==> src/rtl/core/fpnd_pkg.sv <==
// shared types, codes and the reciprocal seed table of the newton divider
`default_nettype none

package fpnd_pkg;

  // input beat: dividend and divisor words
  typedef struct packed {
    logic [31:0] numerator_bits;
    logic [31:0] denominator_bits;
  } in_t;

  // output beat: quotient word and status code
  typedef struct packed {
    logic [31:0] quotient_bits;
    logic [1:0]  status;
  } out_t;

  // sequencer states
  typedef enum logic [1:0] {
    ST_IDLE,
    ST_NORM,
    ST_SCALE,
    ST_MUL
  } state_e;

  // status codes
  localparam logic [1:0] STATUS_OK   = 2'd0;
  localparam logic [1:0] STATUS_DIV0 = 2'd1;
  localparam logic [1:0] STATUS_SAT  = 2'd2;

  // configuration register indexes
  localparam logic CFG_SIGNED_MODE = 1'b0;
  localparam logic CFG_Q_FORMAT    = 1'b1;

  // reset values of the configuration registers
  localparam logic       SIGNED_MODE_RST = 1'b1;
  localparam logic [4:0] Q_FORMAT_RST    = 5'd15;

  // saturation words and the q31 constant one
  localparam logic [31:0] MAX_POS = 32'h7FFF_FFFF;
  localparam logic [31:0] MIN_NEG = 32'h8000_0000;
  localparam logic [31:0] Q31_ONE = 32'h8000_0000;

  // sequencer counts
  localparam int unsigned NORM_STEPS = 5;
  localparam int unsigned MUL_STEPS  = 7;
  localparam logic [2:0]  NORM_LAST  = 3'(NORM_STEPS - 1);
  localparam logic [2:0]  MUL_LAST   = 3'(MUL_STEPS - 1);

  // q6 seed of 1/d for d in [0.5,1), indexed by d bits 29:24
  localparam logic [7:0] SEED_TAB [64] = '{
    8'h7F, 8'h7D, 8'h7B, 8'h79, 8'h78, 8'h76, 8'h74, 8'h73,
    8'h71, 8'h6F, 8'h6E, 8'h6D, 8'h6B, 8'h6A, 8'h68, 8'h67,
    8'h66, 8'h65, 8'h63, 8'h62, 8'h61, 8'h60, 8'h5F, 8'h5E,
    8'h5D, 8'h5C, 8'h5B, 8'h5A, 8'h59, 8'h58, 8'h57, 8'h56,
    8'h55, 8'h54, 8'h53, 8'h52, 8'h52, 8'h51, 8'h50, 8'h4F,
    8'h4E, 8'h4E, 8'h4D, 8'h4C, 8'h4C, 8'h4B, 8'h4A, 8'h49,
    8'h49, 8'h48, 8'h48, 8'h47, 8'h46, 8'h46, 8'h45, 8'h45,
    8'h44, 8'h43, 8'h43, 8'h42, 8'h42, 8'h41, 8'h41, 8'h40
  };

  // seed guess as a q30 word
  function automatic logic [31:0] seed_guess(input logic [5:0] idx);
    seed_guess = {SEED_TAB[idx], 24'd0};
  endfunction

endpackage

`default_nettype wire

==> src/rtl/core/fpnd_frac_mul.sv <==
// shared q31 fractional multiplier: (a*b)>>31 truncated to 32 bits
`default_nettype none

module fpnd_frac_mul (
  input  wire logic [31:0] a_i,
  input  wire logic [31:0] b_i,
  output logic      [31:0] p_o
);

  logic [63:0] prod;

  // full product, keep bits 62:31
  assign prod = 64'(a_i) * 64'(b_i);
  assign p_o  = prod[62:31];

endmodule

`default_nettype wire

==> src/rtl/core/fixed_point_newton_divider_unit.sv <==
// Fixed-point Newton-Raphson divider, one item at a time over a shared multiplier.
// An item is taken when start is high and busy is low. A zero divisor answers
// on done_o in the cycle after the accept. Otherwise the divisor goes through a
// leading-zero search (shifts of 16, 8, 4, 2, 1 bits), a step of numerator
// scaling and seed lookup, then seven dependent multiplies on the one 32x32
// multiplier; the result is registered onto done_o after the last multiply (or
// after the scaling step when the scaled numerator overflows), and busy is
// already low when it shows. done_o lasts one cycle and cannot be held off;
// results must be taken when shown. Configuration writes take effect at once
// and are meant for idle periods only.
`default_nettype none

module fixed_point_newton_divider_unit
  import fpnd_pkg::*;
(
  input  wire logic       clk_i,
  input  wire logic       rst_ni,
  // configuration write port
  input  wire logic       cfg_we_i,
  input  wire logic       cfg_index_i,
  input  wire logic [4:0] cfg_data_i,
  // command side
  input  wire logic       start,
  output logic            busy,
  input  wire in_t        in_i,
  // result side
  output logic            done_o,
  output out_t            out_o
);

  // control bundle from the sequencer
  typedef struct packed {
    logic load;
    logic norm;
    logic scale;
    logic mul;
  } ctrl_t;

  state_e      state_q, state_d;
  ctrl_t       ctrl;
  logic [2:0]  cnt_q, cnt_d;

  logic        signed_mode_q;
  logic [4:0]  q_format_q;

  logic [31:0] mag_q;       // divisor magnitude, then normalized divisor
  logic [63:0] num_q;       // numerator, shifted along, then scaled
  logic [31:0] g_q;         // reciprocal guess
  logic [31:0] t_q;         // newton correction term
  logic        neg_q;

  logic        accept;
  logic        den_zero;
  logic [31:0] den_mag, num_mag;
  logic [31:0] norm_mask;
  logic [4:0]  norm_sh;
  logic        norm_take;
  logic [63:0] num_scaled;
  logic        num_ovf;
  logic [31:0] mul_b, mul_p;
  logic [31:0] t_next;
  logic        mul_last;

  logic        done_q;
  out_t        out_q;

  assign accept   = start && !busy;
  assign den_zero = (in_i.denominator_bits == '0);
  assign mul_last = (cnt_q == MUL_LAST);

  // configuration registers
  always_ff @(posedge clk_i or negedge rst_ni) begin
    if (!rst_ni) begin
      signed_mode_q <= SIGNED_MODE_RST;
      q_format_q    <= Q_FORMAT_RST;
    end else if (cfg_we_i) begin
      case (cfg_index_i)
        CFG_SIGNED_MODE: signed_mode_q <= cfg_data_i[0];
        CFG_Q_FORMAT:    q_format_q    <= cfg_data_i;
        default:         ;
      endcase
    end
  end

  // next state
  always_comb begin
    state_d = state_q;
    cnt_d   = cnt_q;
    case (state_q)
      ST_IDLE: begin
        cnt_d = '0;
        if (accept && !den_zero) state_d = ST_NORM;
      end
      ST_NORM: begin
        cnt_d = cnt_q + 3'd1;
        if (cnt_q == NORM_LAST) state_d = ST_SCALE;
      end
      ST_SCALE: begin
        cnt_d   = '0;
        state_d = num_ovf ? ST_IDLE : ST_MUL;
      end
      ST_MUL: begin
        cnt_d = cnt_q + 3'd1;
        if (mul_last) state_d = ST_IDLE;
      end
      default: state_d = ST_IDLE;
    endcase
  end

  // sequencer outputs
  always_comb begin
    ctrl = '0;
    busy = 1'b1;
    case (state_q)
      ST_IDLE: begin
        busy      = 1'b0;
        ctrl.load = accept;
      end
      ST_NORM:  ctrl.norm  = 1'b1;
      ST_SCALE: ctrl.scale = 1'b1;
      ST_MUL:   ctrl.mul   = 1'b1;
      default:  busy = 1'b1;
    endcase
  end

  always_ff @(posedge clk_i or negedge rst_ni) begin
    if (!rst_ni) begin
      state_q <= ST_IDLE;
      cnt_q   <= '0;
    end else begin
      state_q <= state_d;
      cnt_q   <= cnt_d;
    end
  end

  // operand magnitudes in signed mode
  assign den_mag = (signed_mode_q && in_i.denominator_bits[31]) ?
                   (32'd0 - in_i.denominator_bits) : in_i.denominator_bits;
  assign num_mag = (signed_mode_q && in_i.numerator_bits[31]) ?
                   (32'd0 - in_i.numerator_bits) : in_i.numerator_bits;

  // one leading-zero search step per cycle
  always_comb begin
    case (cnt_q)
      3'd0:    begin norm_mask = 32'hFFFF_0000; norm_sh = 5'd16; end
      3'd1:    begin norm_mask = 32'hFF00_0000; norm_sh = 5'd8;  end
      3'd2:    begin norm_mask = 32'hF000_0000; norm_sh = 5'd4;  end
      3'd3:    begin norm_mask = 32'hC000_0000; norm_sh = 5'd2;  end
      default: begin norm_mask = 32'h8000_0000; norm_sh = 5'd1;  end
    endcase
  end
  assign norm_take = ((mag_q & norm_mask) == '0);

  // numerator holds num << clz(den); drop the 31-q excess fraction bits
  assign num_scaled = num_q >> (5'd31 - q_format_q);
  assign num_ovf    = (num_scaled[63:32] != '0);

  // shared multiplier operands: guess times divisor, correction or numerator
  always_comb begin
    if (mul_last)        mul_b = num_q[31:0];
    else if (!cnt_q[0])  mul_b = mag_q;
    else                 mul_b = t_q;
  end

  fpnd_frac_mul u_mul (
    .a_i (g_q),
    .b_i (mul_b),
    .p_o (mul_p)
  );

  // correction term: 2 - g*d in q30, shifted to q31
  assign t_next = {31'(Q31_ONE - mul_p), 1'b0};

  // datapath registers
  always_ff @(posedge clk_i) begin
    if (ctrl.load) begin
      mag_q <= den_mag;
      num_q <= {32'd0, num_mag};
      neg_q <= signed_mode_q &&
               (in_i.denominator_bits[31] ^ in_i.numerator_bits[31]);
    end
    if (ctrl.norm && norm_take) begin
      mag_q <= mag_q << norm_sh;
      num_q <= num_q << norm_sh;
    end
    if (ctrl.scale) begin
      mag_q <= mag_q >> 1;
      num_q <= num_scaled;
      g_q   <= seed_guess(mag_q[30:25]);
    end
    if (ctrl.mul && !mul_last) begin
      if (!cnt_q[0]) t_q <= t_next;
      else           g_q <= mul_p;
    end
  end

  // result beat
  always_ff @(posedge clk_i or negedge rst_ni) begin
    if (!rst_ni) begin
      done_q <= 1'b0;
    end else begin
      done_q <= (ctrl.load && den_zero) || (ctrl.scale && num_ovf) ||
                (ctrl.mul && mul_last);
    end
  end

  always_ff @(posedge clk_i) begin
    if (ctrl.load && den_zero) begin
      out_q.quotient_bits <= MAX_POS;
      out_q.status        <= STATUS_DIV0;
    end else if (ctrl.scale && num_ovf) begin
      out_q.quotient_bits <= neg_q ? MIN_NEG : MAX_POS;
      out_q.status        <= STATUS_SAT;
    end else if (ctrl.mul && mul_last) begin
      if (signed_mode_q && mul_p[31]) begin
        out_q.quotient_bits <= neg_q ? MIN_NEG : MAX_POS;
        out_q.status        <= STATUS_SAT;
      end else begin
        out_q.quotient_bits <= neg_q ? (32'd0 - mul_p) : mul_p;
        out_q.status        <= STATUS_OK;
      end
    end
  end

  assign done_o = done_q;
  assign out_o  = out_q;

endmodule

`default_nettype wire

==> config.mk <==
export PLATFORM = sky130hd
export DESIGN_NAME = fixed_point_newton_divider_unit
export DESIGN_NICKNAME = d
export VERILOG_FILES = /design/src/rtl/core/fpnd_pkg.sv /design/src/rtl/core/fpnd_frac_mul.sv /design/src/rtl/core/fixed_point_newton_divider_unit.sv
export SDC_FILE = /design/constraint.sdc
export NUM_CORES = 2
export LEC_CHECK = 0
export BUFFER_PORTS_ARGS = -buffer_cell sky130_fd_sc_hd__buf_2
export CELL_PAD_IN_SITES_DETAIL_PLACEMENT = 1
export CELL_PAD_IN_SITES_GLOBAL_PLACEMENT = 1
export CORE_UTILIZATION = 40
export DETAILED_ROUTE_END_ITERATION = 6
export PLACE_DENSITY = 0.7
export REMOVE_ABC_BUFFERS = 1
export SYNTH_ARGS = -nofsm -noshare
export SYNTH_HDL_FRONTEND = slang
export SYNTH_SLANG_ARGS = --single-unit
==> constraint.sdc <==
create_clock -name clk_i -period 11.3 [get_ports clk_i]
set_clock_uncertainty 0.1 [all_clocks]
set_input_delay 1.695 -clock clk_i [delete_from_list [all_inputs] [get_ports clk_i]]
set_output_delay 1.695 -clock clk_i [all_outputs]
set_load 0.02 [all_outputs]
# ---- Yosys cells after proc, flatten, opt, wreduce, memory -nomap -nowiden
# Memories as Yosys holds them, arrays and structs flattened.
# Cells that the tools add are included.
dict set report totals {
  ff_bits 206
  rom_bits 512
  input_bits 74
  out_inout_bits 36
  elab_cells 103
  memories 1
}
# memory words width rd rd_clocked_by_memory_dff wr line
set memory_table {}
lappend memory_table {{(name not given)} 64 8 1 0 0 fpnd_pkg.sv:64} ;# seed_guess = {SEED_TAB[idx], 24'd0};
dict set report op_classes {
  addsub 6
  mul 1
  magnitude_cmp 1
  n_eq_ne 11
  shifts 3
  n_mux 33
  n_bitwise 5
  reduce_logical 29
}
# op n
set op_table {}
lappend op_table {{2-to-1 mux 32 bit} 11}
lappend op_table {{2-to-1 mux 64 bit} 3}
lappend op_table {{one-hot mux 31 bit (4 select lines)} 1}
lappend op_table {{2-to-1 mux 34 bit} 3}
lappend op_table {{subtractor 1 x 32 -> 32 bit (first input constant)} 3}
lappend op_table {{logical NOT 32 bit} 2}
lappend op_table {{<< shifter 64 x 5 -> 64 bit} 1}
lappend op_table {{>> shifter 64 x 5 -> 64 bit} 1}
lappend op_table {{multiplier 32 x 32 -> 63 bit} 1}
lappend op_table {{bitwise AND 32 bit} 1}
lappend op_table {{nonzero test 32 bit} 1}
lappend op_table {{<< shifter 32 x 5 -> 32 bit} 1}
lappend op_table {{2-to-1 mux 31 bit} 1}
lappend op_table {{subtractor 1 x 31 -> 31 bit (first input constant)} 1}
lappend op_table {{one-hot mux 5 bit (4 select lines)} 1}
lappend op_table {{2-to-1 mux 8 bit} 2}
lappend op_table {{logical AND 1 bit} 11}
lappend op_table {{2-to-1 mux 2 bit} 4}
lappend op_table {{one-hot mux 2 bit (4 select lines)} 1}
lappend op_table {{>= comparator 7 bit (second input constant)} 1}
lappend op_table {{inverter 6 -> 7 bit} 1}
lappend op_table {{== test 3 x 2 -> 1 bit (second input constant)} 2}
lappend op_table {{== test 3 bit (second input constant)} 2}
lappend op_table {{one-hot mux 3 bit (2 select lines)} 1}
lappend op_table {{other kinds (19)} 32}

# ---- Depth between registers and ports, before layout
dict set report logic_depth {
  ltp_word 8
  mapped_depth 42
  depth_no_buf 35
}

# ---- Hierarchy
# A second synthesis with hierarchy kept.
dict set report hier_totals {
  hier_cells 5976
  area_unflattened_um2 53502.6
}
# mod n_inst cells_per_inst area_each_um2 seq_area_each_um2
set by_module_without_submodules {}
lappend by_module_without_submodules {fpnd_frac_mul 1 3606 32741.4 0.0}
lappend by_module_without_submodules {fixed_point_newton_divider_unit 1 2370 20761.2 5461.5}

# ---- Least setup slack after synthesis
# No wires, ideal clock.
dict set report synth_path {
  path_kind {reg2reg}
  startpoint {reg cnt_q[0]}
  endpoint {reg t_q[31], data pin}
  setup_ns 0.272
  arrival_ns 9.885
  required_time_ns 10.928
  setup_slack_ns 1.043
  stages_incl_launch_ff 40
  n_path_buf 7
  period_less_slack_ns 10.257
  path_cell_list {dfrtp_1 -> buf_2 -> inv_1 -> ha_1 -> and2_1 -> clkbuf_1 -> clkbuf_1 -> clkbuf_1 -> nand2_1 -> o21ai_0 -> clkbuf_1 -> nand2_1 -> fa_1 -> inv_1 -> fa_1 -> inv_1 -> fa_1 -> inv_1 -> (+4 left out) -> fa_1 -> fa_1 -> inv_1 -> ha_1 -> clkbuf_1 -> nand3_1 -> or4_1 -> buf_2 -> a2111oi_4 -> o31a_4 -> nor3_2 -> xor2_2 -> o211ai_4 -> nor3_4 -> o2111ai_1 -> nor4_1 -> nand2_1 -> xor2_1}
}
dict set report synth_via {
  elab_chain_cells 4
  elab_cells_between_ends 5
  cone_classes {add/sub (1); mul (1); eq/ne (1); mux (2)}
}
# item line
set synth_lines {}
lappend synth_lines {{start, declared} fixed_point_newton_divider_unit.sv:41} ;# logic [2:0] cnt_q, cnt_d;
lappend synth_lines {{start signal, assigned} fixed_point_newton_divider_unit.sv:132} ;# cnt_q <= cnt_d;
lappend synth_lines {{== test 3 bit or 2-to-1 mux 32 bit (tied branches)} {fixed_point_newton_divider_unit.sv:69, fixed_point_newton_divider_unit.sv:161}}
lappend synth_lines {{2-to-1 mux 32 bit (*)} fixed_point_newton_divider_unit.sv:160} ;# if (mul_last) mul_b = num_q[31:0];
lappend synth_lines {{multiplier 32 x 32 -> 63 bit (*)} fpnd_frac_mul.sv:13} ;# assign prod = 64'(a_i) * 64'(b_i);
lappend synth_lines {{subtractor 1 x 31 -> 31 bit (*)} fixed_point_newton_divider_unit.sv:172} ;# assign t_next = {31'(Q31_ONE - mul_p), 1'b0};
lappend synth_lines {{net t_next[31]} fixed_point_newton_divider_unit.sv:61} ;# logic [31:0] t_next;
lappend synth_lines {{end signal, assigned} fixed_point_newton_divider_unit.sv:192} ;# if (!cnt_q[0]) t_q <= t_next;
lappend synth_lines {{end, declared} fixed_point_newton_divider_unit.sv:49} ;# logic [31:0] t_q;
# The timed path passes the listed nets; every way through them passes the cells marked *.
# A chain may end at the register's enable or synchronous reset.

# ---- Worst setup path after layout
dict set report layout_path {
  startpoint {reg cnt_q[0]}
  endpoint {reg out_q (netlist bit out_o[31])}
}
dict set report layout_via {
  elab_chain_cells 8
  elab_cells_between_ends 12
  cone_classes {add/sub (1); mul (1); eq/ne (1); mux (6); reduce/logical (3)}
}
# item line
set layout_lines {}
lappend layout_lines {{== test 3 bit or 2-to-1 mux 32 bit (tied branches)} {fixed_point_newton_divider_unit.sv:69, fixed_point_newton_divider_unit.sv:161}}
lappend layout_lines {{2-to-1 mux 32 bit} fixed_point_newton_divider_unit.sv:160}
lappend layout_lines {{multiplier 32 x 32 -> 63 bit} fpnd_frac_mul.sv:13}
lappend layout_lines {{subtractor 1 x 32 -> 32 bit} fixed_point_newton_divider_unit.sv:219} ;# out_q.quotient_bits <= neg_q ? (32'd0 - mul_p) : mul_p;
lappend layout_lines {{2-to-1 mux 32 bit} fixed_point_newton_divider_unit.sv:219}
lappend layout_lines {{2-to-1 mux 34 bit} fixed_point_newton_divider_unit.sv:215} ;# if (signed_mode_q && mul_p[31]) begin
lappend layout_lines {{2-to-1 mux 34 bit} fixed_point_newton_divider_unit.sv:214} ;# end else if (ctrl.mul && mul_last) begin
lappend layout_lines {{2-to-1 mux 34 bit} fixed_point_newton_divider_unit.sv:211} ;# end else if (ctrl.scale && num_ovf) begin
lappend layout_lines {{end, declared} fixed_point_newton_divider_unit.sv:65} ;# out_t out_q;
# Parallel ways exist; a longest one is shown, timed or not. The select of a mux whose other input is x is not followed.

==> out/results.ini <==
[yosys]
synth_compound_area_frac = 0.107
combinational_family_with_the_most_area_after_synthesis = adder cells
muxShareOfSynthArea = 0.101
synthFlopType = edfxtp_1
number_of_warnings_printed_during_yosys_synthesis = 0
synth_area_leader_cell = fa_1
synthDominantCellAreaShare = 0.336
synth_area_sq_um = 53300
yosysSeqAreaShare = 0.102
yosys-top-cells-area = fa_1, mux2i_1, edfxtp_1
ys_types = 114
synth_xor_area_frac = 0.0196
synth.avg_cell_area_sq_um = 8.76
synth-adder-area-share = 0.399
number_of_enable_type_register_cells_in_the_synthesized_netlist = 127
asyncSetResetFlopFracSynth = 0.0583
synthCells = 6091
post_synthesis_register_bit_count = 206
synth_simple_gate_area_frac = 0.176

[finish]
num-fill-cells = 15379
layout.cells.most_common = inv_1
area.sequential_sq_um = 5470
multiInputGateArea_sq_um = 43100
final_core_util = 0.431
layout-drive-gt1-share = 0.0851
layoutNonFillerInstCount = 7741
area.growth.synth_to_final_pct = 6.61
nets = 7202
layout_common_cells = inv_1, fa_1, nand2_1, and2_1, mux2i_1

[route]
wl_per_cell_microns = 25.8
totalWireLength_microns = 200000
detail_route.drc_violations = 0
detailroute.via_count = 44877
drt_first_iter_violations = 3469
detail-route-antenna-nets = 0
detailedRoute.firstPassIterationCount = 6
route.detailed.vias_per_inst = 5.80

[grt]
number_of_global_route_vias_before_repair = 48428
grt_remaining_overflow = 0
antenna_violations_before_repair = 9
grt_max_degree = 89
global_route_wire_length_before_repair_microns = 304000
total_grt_usage = 0.295

[critical_path]
max_stage_delay_ns = 0.89
crit-reg2reg-launch = cnt_q[0]$_DFF_PN0_
timing.critical_path.arrival_ns = 11.36
end_kind = flop
worstPathBufferInverterCount = 4
worst-r2r-cell-count = 28
path_delay_family = adder cells
cp_common_cell = fa_1
critical-path-slowest-cell = o21ai_2
worst_r2r_endpoint = out_o[31]$_SDFFE_PP1P_
worst-path-max-fanout = 35
criticalPathCategory = flop to flop
critPathLaunchType = flop
r2r_setup_slack_ns = 0.35
timing.critical_path.required_ns = 11.71
crit_path_start = cnt_q[0]$_DFF_PN0_

[floorplanning]
boundaryPins = 110
core_region_area_sq_um = 132000
die_width_microns = 367
start_util = 0.404
fp.dieH_microns = 367
die_area_sq_um = 135000
floorplan.rows = 133

[place]
placed_cells_incl_taps = 7688
io_buffer_count = 109
globalplace.congestion = 0.952
hpwl_reported_at_the_end_of_detailed_placement_microns = 159000

[clocking]
clock_latency_ns = 0.63
clock_sinks = 206
cts_tree = built
cts.reportedPaths.clkPinSlew_ns = 0.07
clk_root_buffer_cell = clkbuf_16
cts-htree-levels = 1
cts-buffers-inserted = 26
clock_path_buffers = 3

[run]
max_cap_viol_count = 0

[timing]
hold_slack_ns = 0.351
worstMarginPinSlew_ns = 1.31
layout_worst_path_cycle_share = 0.969
timing.final.crit_period_ns = 10.95
timing.final.max_slew_violations = 0
max_freq_mhz = 91.4
setup_viol = 0
grt_setup_unrepaired = no
worst_slew_margin_rel = 0.126
hold_viol_final = 0

[min_path]
whs_path_depth = 2
capture_endpoint_of_the_worst_hold_path = out_o[0]$_SDFFE_PP1P_
hp-start = out_o[0]$_SDFFE_PP1P_
hp-class = flop to flop

[run_status]
status = complete, no violations

## Yosys cell counts (11+ instances only)
| cell | n |
|---|---|
| dfxtp_1 | 67 |
| edfxtp_1 | 127 |
| a21oi_1 | 234 |
| nand3_1 | 77 |
| o21ai_1 | 19 |
| and3_1 | 14 |
| buf_2 | 28 |
| buf_1 | 46 |
| o21a_1 | 17 |
| inv_1 | 913 |
| o31ai_1 | 22 |
| fa_1 | 894 |
| nor4_1 | 16 |
| ha_1 | 270 |
| o22ai_1 | 24 |
| xnor2_1 | 66 |
| o21ai_0 | 274 |
| mux2i_1 | 407 |
| and2_1 | 524 |
| mux2_2 | 20 |
| nand2b_1 | 22 |
| mux4_2 | 45 |
| nor3_1 | 49 |
| xor2_1 | 46 |
| or2_2 | 14 |
| nand3b_1 | 12 |
| or3_1 | 11 |
| nor2b_1 | 75 |
| clkbuf_1 | 343 |
| a21o_1 | 25 |
| a211oi_1 | 38 |
| o211ai_1 | 32 |
| nand4_1 | 29 |
| a31oi_1 | 21 |
| a221oi_1 | 40 |
| nor2_1 | 207 |
| o221ai_1 | 16 |
| nand2_1 | 805 |
## state kept, by name (all words and copies together) (netlist names), 2 cells and up
| name | cells |
|---|---|
| q_format_q | 5 |
| cnt_q | 3 |
| mag_q | 32 |
| out_o | 34 |
| state_q | 2 |
| num_q | 64 |
| g_q | 32 |
| t_q | 31 |
## metrics by stage
step,setup WS (ns),setup TNS (ns),area (sq um)
floorplan,-3.42,-375.62,51700
global placement,0.449,0,55900
detailed placement,0.272,0,55900
CTS,0.184,0,56700
global route,0.0561,0,56900
finish,0.355,0,56900
## what timing repair did
action / in CTS / in global routing
hold buffers: 0 / 0
buffers inserted: 0 / 2
endpoints found under the setup margin: 0 / 36
resized for setup: 0 / 17
## cell type report
| class | count | share of cell area |
|---|---|---|
| sequential | 206 | 0.0963 |
| multi-input combinational | 4547 | 0.758 |
| antenna | 2 | 0.0000880 |
| clock buffer | 31 | 0.0123 |
| clock inverter | 17 | 0.00328 |
| tap | 1755 | 0.0386 |
| inverter | 914 | 0.0603 |
| timing repair buffer | 269 | 0.0311 |
## worst min-delay path, delay by kind of cell, from the launching register on
family	cells	cell delay, ns
flip-flops	1	0.31
AND/OR/NAND/NOR	2	0.10
## kinds of logic after synthesis
| kind of cell | Yosys count |
|---|---|
| AO/OA/AOI/OAI | 884 |
| XOR/XNOR | 116 |
| adder cells (fa/ha/maj) | 1165 |
| buffers and inverters | 1339 |
| flip-flops | 206 |
| multiplexers | 477 |
| AND/OR/NAND/NOR | 1904 |
## metal layers
layer / vias up / GRT usage / wire length [microns]
met5: - / 0.00321 / 49
met4: 2 / 0.117 / 9610
met3: 396 / 0.0273 / 11900
met2: 1584 / 0.495 / 95400
met1: 23486 / 0.390 / 83000
li1: 19409 / - / -
## worst max path at each step
stage | end | slack, ns | depth (start not counted)
after CTS | out_o[27]$_SDFFE_PP1P_ | 0.18 | 30
after global placement | out_o[9]$_SDFFE_PP1P_ | 0.45 | 27
final | out_o[31]$_SDFFE_PP1P_ | 0.35 | 28
after floorplan | mag_q[30]$_DFFE_PP_ | -3.42 | 11
after global routing | out_o[27]$_SDFFE_PP1P_ | 0.06 | 30
after detailed placement | out_o[27]$_SDFFE_PP1P_ | 0.27 | 30
Power is not shown: default switching activity piles up to over one toggle a cycle in this logic, so the estimate is an artifact.
